===== config.mk =====
export PLATFORM = sky130hd
export DESIGN_NAME = mvct_ctrl
export DESIGN_NICKNAME = d
export VERILOG_FILES = /design/src/rtl/mvct_pkg.sv /design/src/rtl/mvct_ctrl.sv
export SDC_FILE = /design/constraint.sdc
export NUM_CORES = 1
export LEC_CHECK = 0
export BUFFER_PORTS_ARGS = -buffer_cell sky130_fd_sc_hd__buf_2
export CAP_MARGIN = 15
export CORE_AREA = 3 3 40 42
export CTS_CLUSTER_SIZE = 28
export DETAILED_ROUTE_END_ITERATION = 6
export DIE_AREA = 0 0 43 45
export GPL_TIMING_DRIVEN = 0
export HOLD_SLACK_MARGIN = 0.02
export PLACE_DENSITY_LB_ADDON = 0.15
export RECOVER_POWER = 25
export SLEW_MARGIN = 20
export SYNTH_ARGS = -nofsm -noshare
export SYNTH_HDL_FRONTEND = slang
export SYNTH_SLANG_ARGS = --single-unit

===== constraint.sdc =====
create_clock -name i_clk -period 1.9 [get_ports i_clk]
set_input_delay 0.095 -clock i_clk [delete_from_list [all_inputs] [get_ports i_clk]]
set_output_delay 0.095 -clock i_clk [all_outputs]
set_load 0.005 [all_outputs]

===== src/rtl/mvct_pkg.sv =====
// ----------------------------------------------------------------------------
// mvct_pkg
// shared types, codes and helpers of the masked frame store with clut fetch
// ----------------------------------------------------------------------------
package mvct_pkg;

    // default geometry
    localparam int DEF_STORE_WIDTH  = 1024;
    localparam int DEF_STORE_HEIGHT = 512;
    localparam int DEF_TILE_EDGE    = 128;

    // field widths
    localparam int MODE_W  = 3;
    localparam int COL_W   = 10;
    localparam int ROW_W   = 9;
    localparam int PIX_W   = 16;
    localparam int DIRTY_W = 32;

    // pixel constants
    localparam logic [PIX_W-1:0] MASK_BIT    = 16'h8000;
    localparam logic [PIX_W-1:0] NIBBLE_MASK = 16'h000F;
    localparam logic [PIX_W-1:0] BYTE_MASK   = 16'h00FF;

    // item operation codes
    typedef enum logic [MODE_W-1:0] {
        MODE_WRITE = 3'd0,
        MODE_TEX16 = 3'd1,
        MODE_CLUT4 = 3'd2,
        MODE_CLUT8 = 3'd3,
        MODE_FLUSH = 3'd4
    } t_mode;

    // configuration register indexes
    localparam logic CFG_PRESERVE_MASKED = 1'b0;
    localparam logic CFG_FORCE_MASK      = 1'b1;

    // controller to datapath
    typedef struct packed {
        logic clear_wr;   // clearing pass writes one zero entry
        logic load_item;  // capture an accepted item
        logic rd;         // read the store at the current position
        logic pix_wr;     // guarded pixel write
        logic clut_addr;  // move position to the colour table entry
        logic out_load;   // load the result register
    } t_dp_cmd;

    // datapath to controller
    typedef struct packed {
        logic clr_done;
        logic is_write;
        logic is_tex16;
        logic is_clut;
        logic is_flush;
        logic out_free;
    } t_dp_sts;

    // value modulo a store dimension, value below eight times the modulus
    function automatic logic [10:0] wrap_mod(input logic [10:0] val,
                                             input logic [10:0] modulus);
        logic [13:0] rem;
        logic [13:0] step;
        rem = {3'b000, val};
        for (int i = 2; i >= 0; i--) begin
            step = {3'b000, modulus} << i;
            if (rem >= step) begin
                rem = rem - step;
            end
        end
        return rem[10:0];
    endfunction

    // small quotient by the tile span, quotient below eight
    function automatic logic [2:0] tile_quot(input logic [9:0] val,
                                             input logic [9:0] span);
        logic [13:0] rem;
        logic [13:0] step;
        logic [2:0]  quo;
        rem = {4'b0000, val};
        quo = 3'b000;
        for (int i = 2; i >= 0; i--) begin
            step = {4'b0000, span} << i;
            if (rem >= step) begin
                rem    = rem - step;
                quo[i] = 1'b1;
            end
        end
        return quo;
    endfunction

endpackage


===== src/rtl/mvct_ctrl.sv =====
// ----------------------------------------------------------------------------
// mvct_ctrl
// sequencer: clearing pass, item intake, store reads, guarded write, result
// ----------------------------------------------------------------------------
module mvct_ctrl (
    input  logic              i_clk,
    input  logic              i_rst_n,
    input  logic              i_in_valid,
    output logic              o_in_stall,
    input  mvct_pkg::t_dp_sts i_sts,
    output mvct_pkg::t_dp_cmd o_cmd
);
    import mvct_pkg::*;

    typedef enum logic [5:0] {
        ST_CLEAR = 6'b000001,
        ST_IDLE  = 6'b000010,
        ST_RD1   = 6'b000100,
        ST_USE1  = 6'b001000,
        ST_RD2   = 6'b010000,
        ST_LOAD  = 6'b100000
    } t_state;

    t_state r_state;
    t_state n_state;
    logic   accept;

    assign o_in_stall = (r_state != ST_IDLE);
    assign accept     = i_in_valid && !o_in_stall;

    always_comb begin
        n_state = r_state;
        o_cmd   = '0;
        case (r_state)
            ST_CLEAR: begin
                o_cmd.clear_wr = 1'b1;
                if (i_sts.clr_done) begin
                    n_state = ST_IDLE;
                end
            end
            ST_IDLE: begin
                if (accept) begin
                    o_cmd.load_item = 1'b1;
                    n_state         = ST_RD1;
                end
            end
            ST_RD1: begin
                o_cmd.rd = 1'b1;
                if (i_sts.is_write || i_sts.is_clut) begin
                    n_state = ST_USE1;
                end else if (i_sts.is_tex16 || i_sts.is_flush) begin
                    n_state = ST_LOAD;
                end else begin
                    n_state = ST_IDLE;
                end
            end
            ST_USE1: begin
                if (i_sts.is_clut) begin
                    o_cmd.clut_addr = 1'b1;
                    n_state         = ST_RD2;
                end else begin
                    o_cmd.pix_wr = 1'b1;
                    n_state      = ST_IDLE;
                end
            end
            ST_RD2: begin
                o_cmd.rd = 1'b1;
                n_state  = ST_LOAD;
            end
            ST_LOAD: begin
                if (i_sts.out_free) begin
                    o_cmd.out_load = 1'b1;
                    n_state        = ST_IDLE;
                end
            end
            default: begin
                n_state = ST_CLEAR;
            end
        endcase
    end

    always_ff @(posedge i_clk) begin
        if (!i_rst_n) begin
            r_state <= ST_CLEAR;
        end else begin
            r_state <= n_state;
        end
    end

`ifndef SYNTH
    a_accept_reads: assert property (@(posedge i_clk) disable iff (!i_rst_n)
        accept |=> (r_state == ST_RD1))
        else $error("accepted item did not start a read");

    a_load_waits: assert property (@(posedge i_clk) disable iff (!i_rst_n)
        (r_state == ST_LOAD) && !i_sts.out_free |=> (r_state == ST_LOAD))
        else $error("result dropped while output register busy");

    a_clear_holds: assert property (@(posedge i_clk) disable iff (!i_rst_n)
        (r_state == ST_CLEAR) && !i_sts.clr_done |=> o_in_stall)
        else $error("item intake opened before clearing pass finished");
`endif

endmodule


Word level (Yosys, flattened, before mapping)
Cells that the tools add are included.
Word-level totals
  input port bits: 9
  register bits after elaboration: 6
Operators by class
  muxes and demuxes: 16
  equal/unequal tests: 10
  reductions and logical operators: 6
Operator list (count)
  6-bit one-hot mux with 6 select lines: 1
  6-bit 2-to-1 mux: 5
  1-bit 2-to-1 mux: 8
  6-bit by 1-bit equality test with 1-bit output (second input constant): 1
  6-bit by 2-bit equality test with 1-bit output (second input constant): 1
  6-bit by 3-bit equality test with 1-bit output (second input constant): 1
  6-bit by 4-bit equality test with 1-bit output (second input constant): 1
  6-bit by 5-bit equality test with 1-bit output (second input constant): 1
  6-bit equality test (second input constant): 1
  2-bit != test (second input constant): 3
  6-bit by 2-bit != test with 1-bit output (second input constant): 1
  5-bit 2-to-1 mux: 1
  3-bit AND reduction: 1
  1-bit logical OR: 2
  2-bit 2-to-1 mux: 1
  2-bit OR reduction: 1
  1-bit logical AND: 1
  1-bit logical NOT: 1

Depth between registers and ports, before layout
  depth after elaboration: 5
  mapped depth: 5
  gate-level depth less buffers: 4

Worst setup path after synthesis
No wires, ideal clock.
  path kind: register -> register
  from: reg r_state[5]
  to: reg r_state[0]
  buffers on the path: 1
  slack: 0.023 ns
  required time: 1.766 ns
  data arrival time: 1.743 ns
  cell stages (with the launch flop): 6
  cell sequence: dfxtp_1 > buf_4 > or2_4 > or3_1 > maj3_2 > or4b_1
Between the ends
  cells in the longest elaborated chain, start to end: 5
  elaborated cells between the ends (all ways): 14
  those cells by class: eq/ne (10); mux (1); reduce/logical (3)
Ends and longest elaborated chain
  from (decl): line mvct_ctrl.sv:24  | t_state r_state;
  from (signal assigned): line mvct_ctrl.sv:86  | r_state <= n_state;
  6-bit by 2-bit != test with 1-bit output: line mvct_ctrl.sv:28  | assign o_in_stall = (r_state != ST_IDLE);
  1-bit logical NOT: line mvct_ctrl.sv:29  | assign accept = i_in_valid && !o_in_stall;
  1-bit logical AND: line mvct_ctrl.sv:29
  2-bit != test (no source line)
  3-bit AND reduction (no source line)
Several ways; a longest one is shown, not always the timed one.
A chain may end at the register's enable or synchronous reset.

Worst setup path in the final report
  from: reg r_state[1]
  to: reg r_state[0]
Same word-level chain as after synthesis.

==> flow_summary.ini <==
[critical_path]
slowest_stage = or4b_1
required_ps = 2020
cp_slowest_stage_delay_ps = 500
r2r-end = r_state[0]
cp_max_fo = 10
crit_chain = clkbuf_1 > or3_4 > maj3_2 > or4b_1
r2r_cells = 4
start_kind = flip-flop
r2r_slack_ps = 60
arrival_ps = 1960
crit_type = flip-flop to flip-flop
r2r_start = r_state[1]
cp_num_buf_inv = 1
worst_setup_path_end_kind = flip-flop
critPathTopFamily = simple AND/OR/NAND/NOR gates

[place]
dpl_worst_slack_ps = -46.8
hpwl_microns = 777
place.gp.congestion = 0.747
port_buffers = 15

[global_route]
grt_pass1_wl_microns = 1880
track_usage = 0.136
antenna_found_initial = 0
grt.overflow.total = 0
grt_max_degree = 11
grt_pass1_vias = 436

[logic_synthesis]
synth.avg_cell_area_sq_um = 7.86
synth_area_leaders = dfxtp_1 (27%), nor2_1 (5.9%), o21ai_0 (5.6%)
synth_most_common_cell = nor2_1
yosys_warnings = 0
synth_top_area_share = 0.268
syn-instance-count = 57
ys.flop_type = dfxtp_1
ys_types = 30
yosysSeqAreaShare = 0.268
syn-num-nets = 66
netlist_area_sq_um = 448
ys_async_sr_fraction = 0
synth-edff-count = 0
synthTopCellsByCount = nor2_1 (7), dfxtp_1 (6), o21ai_0 (5)
yosys.area.top_type = dfxtp_1
ys_seq_elements = 6

[drt]
wl_microns = 1150
vias = 488
ant_nets = 0
initialDrtViolationCount = 7
first_pass_iters = 4
routed_via_density = 5.30
drc = 0
wl_per_cell_microns = 12.4

[floorplanning]
die_h_microns = 45
ioPinCount = 16
design.core.area_sq_um = 1280
start_util = 0.349
num_rows = 13
die_w_microns = 43
die_area_sq_um = 1940

[sta]
clock.fmax_ghz = 0.543
fin_crit_ps = 1840
maxSlewHeadroom = 0.725
finalSetupViolCount = 0
final-hold-violation-count = 0
fin_worst_skew_ps = 0.846
whs_ps = 64.1
min_period_over_period = 0.970
setup_ws_ps = 57.6
rsz0062_at_grt = no
drv_slew = 0
worst_slew_pin_slew_ps = 413

[final_layout]
drive_gt1_frac = 0.390
antenna_cells = 0
largestRegisters = r_state (6)
largest_register = r_state
fillCellCount = 141
layout.nets = 88
areaGrowthSynthToFinish_pct = 32.4
largest_reg_flops = 6

[worst_hold_path]
min_from = i_in_valid
hp-class = input port to flip-flop
whs_endpoint = r_state[1]
hold_depth = 2

[run_status]
status = completed

[power_and_ir_drop]
p_per_area_nw_per_um2 = 737
leakage_uw = 0.000263
vdd_drop_max_mv = 0.297

[clock_tree]
htree_levels = 1
clock_latency_ps = 250
clkSlewWorstSetupHoldPaths_ps = 40
cts_max_path_buffers = 2
cts.sinks = 6
cts_buffers = 3
root_buffer = clkbuf_4
cts_tree = built
postCtsHoldBufs = 0

[run]
cap_violations = 0
-- worst max-delay path by stage --
stage	start	to	slack (ps)	cells past startpoint
final	r_state[1]	r_state[0]	60	4
after detailed placement	r_state[5]	r_state[0]	-50	5
after floorplan	r_state[5]	r_state[0]	20	5
after global placement	r_state[5]	r_state[0]	-40	5
after global routing	r_state[1]	r_state[0]	9	4
after CTS	r_state[5]	r_state[0]	-7	4
-- timing repair --
| action | 4_1_cts | 5_1_grt |
|---|---|---|
| resized for setup | 4 | 4 |
| setup endpoints to repair | 1 | 2 |
| setup buffers | 3 | 1 |
| pin swaps | 4 | 4 |
-- cell families (layout without fill, tap and decap cells) --
family / after synthesis / in the layout / share of synthesized area
buf+inv: 7 / 27 / 0.0838
simple gates: 28 / 28 / 0.374
compound gates: 11 / 11 / 0.168
fa+ha+maj: 1 / 1 / 0.0251
mux: 1 / 1 / 0.0223
xor+xnor: 3 / 3 / 0.0587
flops: 6 / 6 / 0.268
-- cells in the final DEF, fill, tap and decap left out, drive strengths merged, types with 2 or more instances in the layout --
cell,netlist,final
inv,3,3
nor2,7,7
nor4,2,2
nor3,3,3
xnor2,2,2
or4b,2,2
clkbuf,2,5
buf,2,19
dfxtp,6,6
nand2,3,3
o21ai,5,5
or4,3,3
-- layer usage --
| layer | global-route usage | vias to the layer above | routed length [microns] |
|---|---|---|---|
| li1 | - | 250 | - |
| met1 | 0.159 | 215 | 527 |
| met2 | 0.201 | 19 | 483 |
| met3 | 0.0637 | 4 | 105 |
| met4 | 0.0904 | 0 | 29 |
| met5 | 0 | - | 0 |
-- power breakdown --
| group | switching [uW] | internal, uW | leakage, uW | total (uW) |
|---|---|---|---|---|
| Clock | 46.3 | 71.4 | 0.0000138 | 118 |
| Sequential | 4.52 | 138 | 0.0000498 | 142 |
| Combinational | 82.8 | 94.3 | 0.000199 | 177 |
| Total | 134 | 303 | 0.000263 | 437 |
-- area by class of cell --
cell class,instances,area [sq um],area share
multi-input combinational,44,299,0.504
timing repair buffer,19,105,0.177
sequential,6,128,0.215
buffer,2,8.76,0.0148
inverter,3,11.3,0.0190
tap,15,18.8,0.0316
clock buffer,3,22.5,0.0380
-- per-stage QoR --
stage / area [sq um] / TNS, ps / total power (uW) / utilization / cells
after CTS: 576 / -7.23 / 430 / 0.448 / 91
after floorplan: 448 / 0 / 262 / - / 57
final: 593 / 0 / 437 / 0.462 / 92
after global placement: 542 / -43.1 / 305 / 0.422 / 87
after global routing: 593 / 0 / 476 / 0.462 / 92
after detailed placement: 542 / -46.8 / 304 / 0.422 / 87
Note: power is estimated with default switching activity, not from simulation.
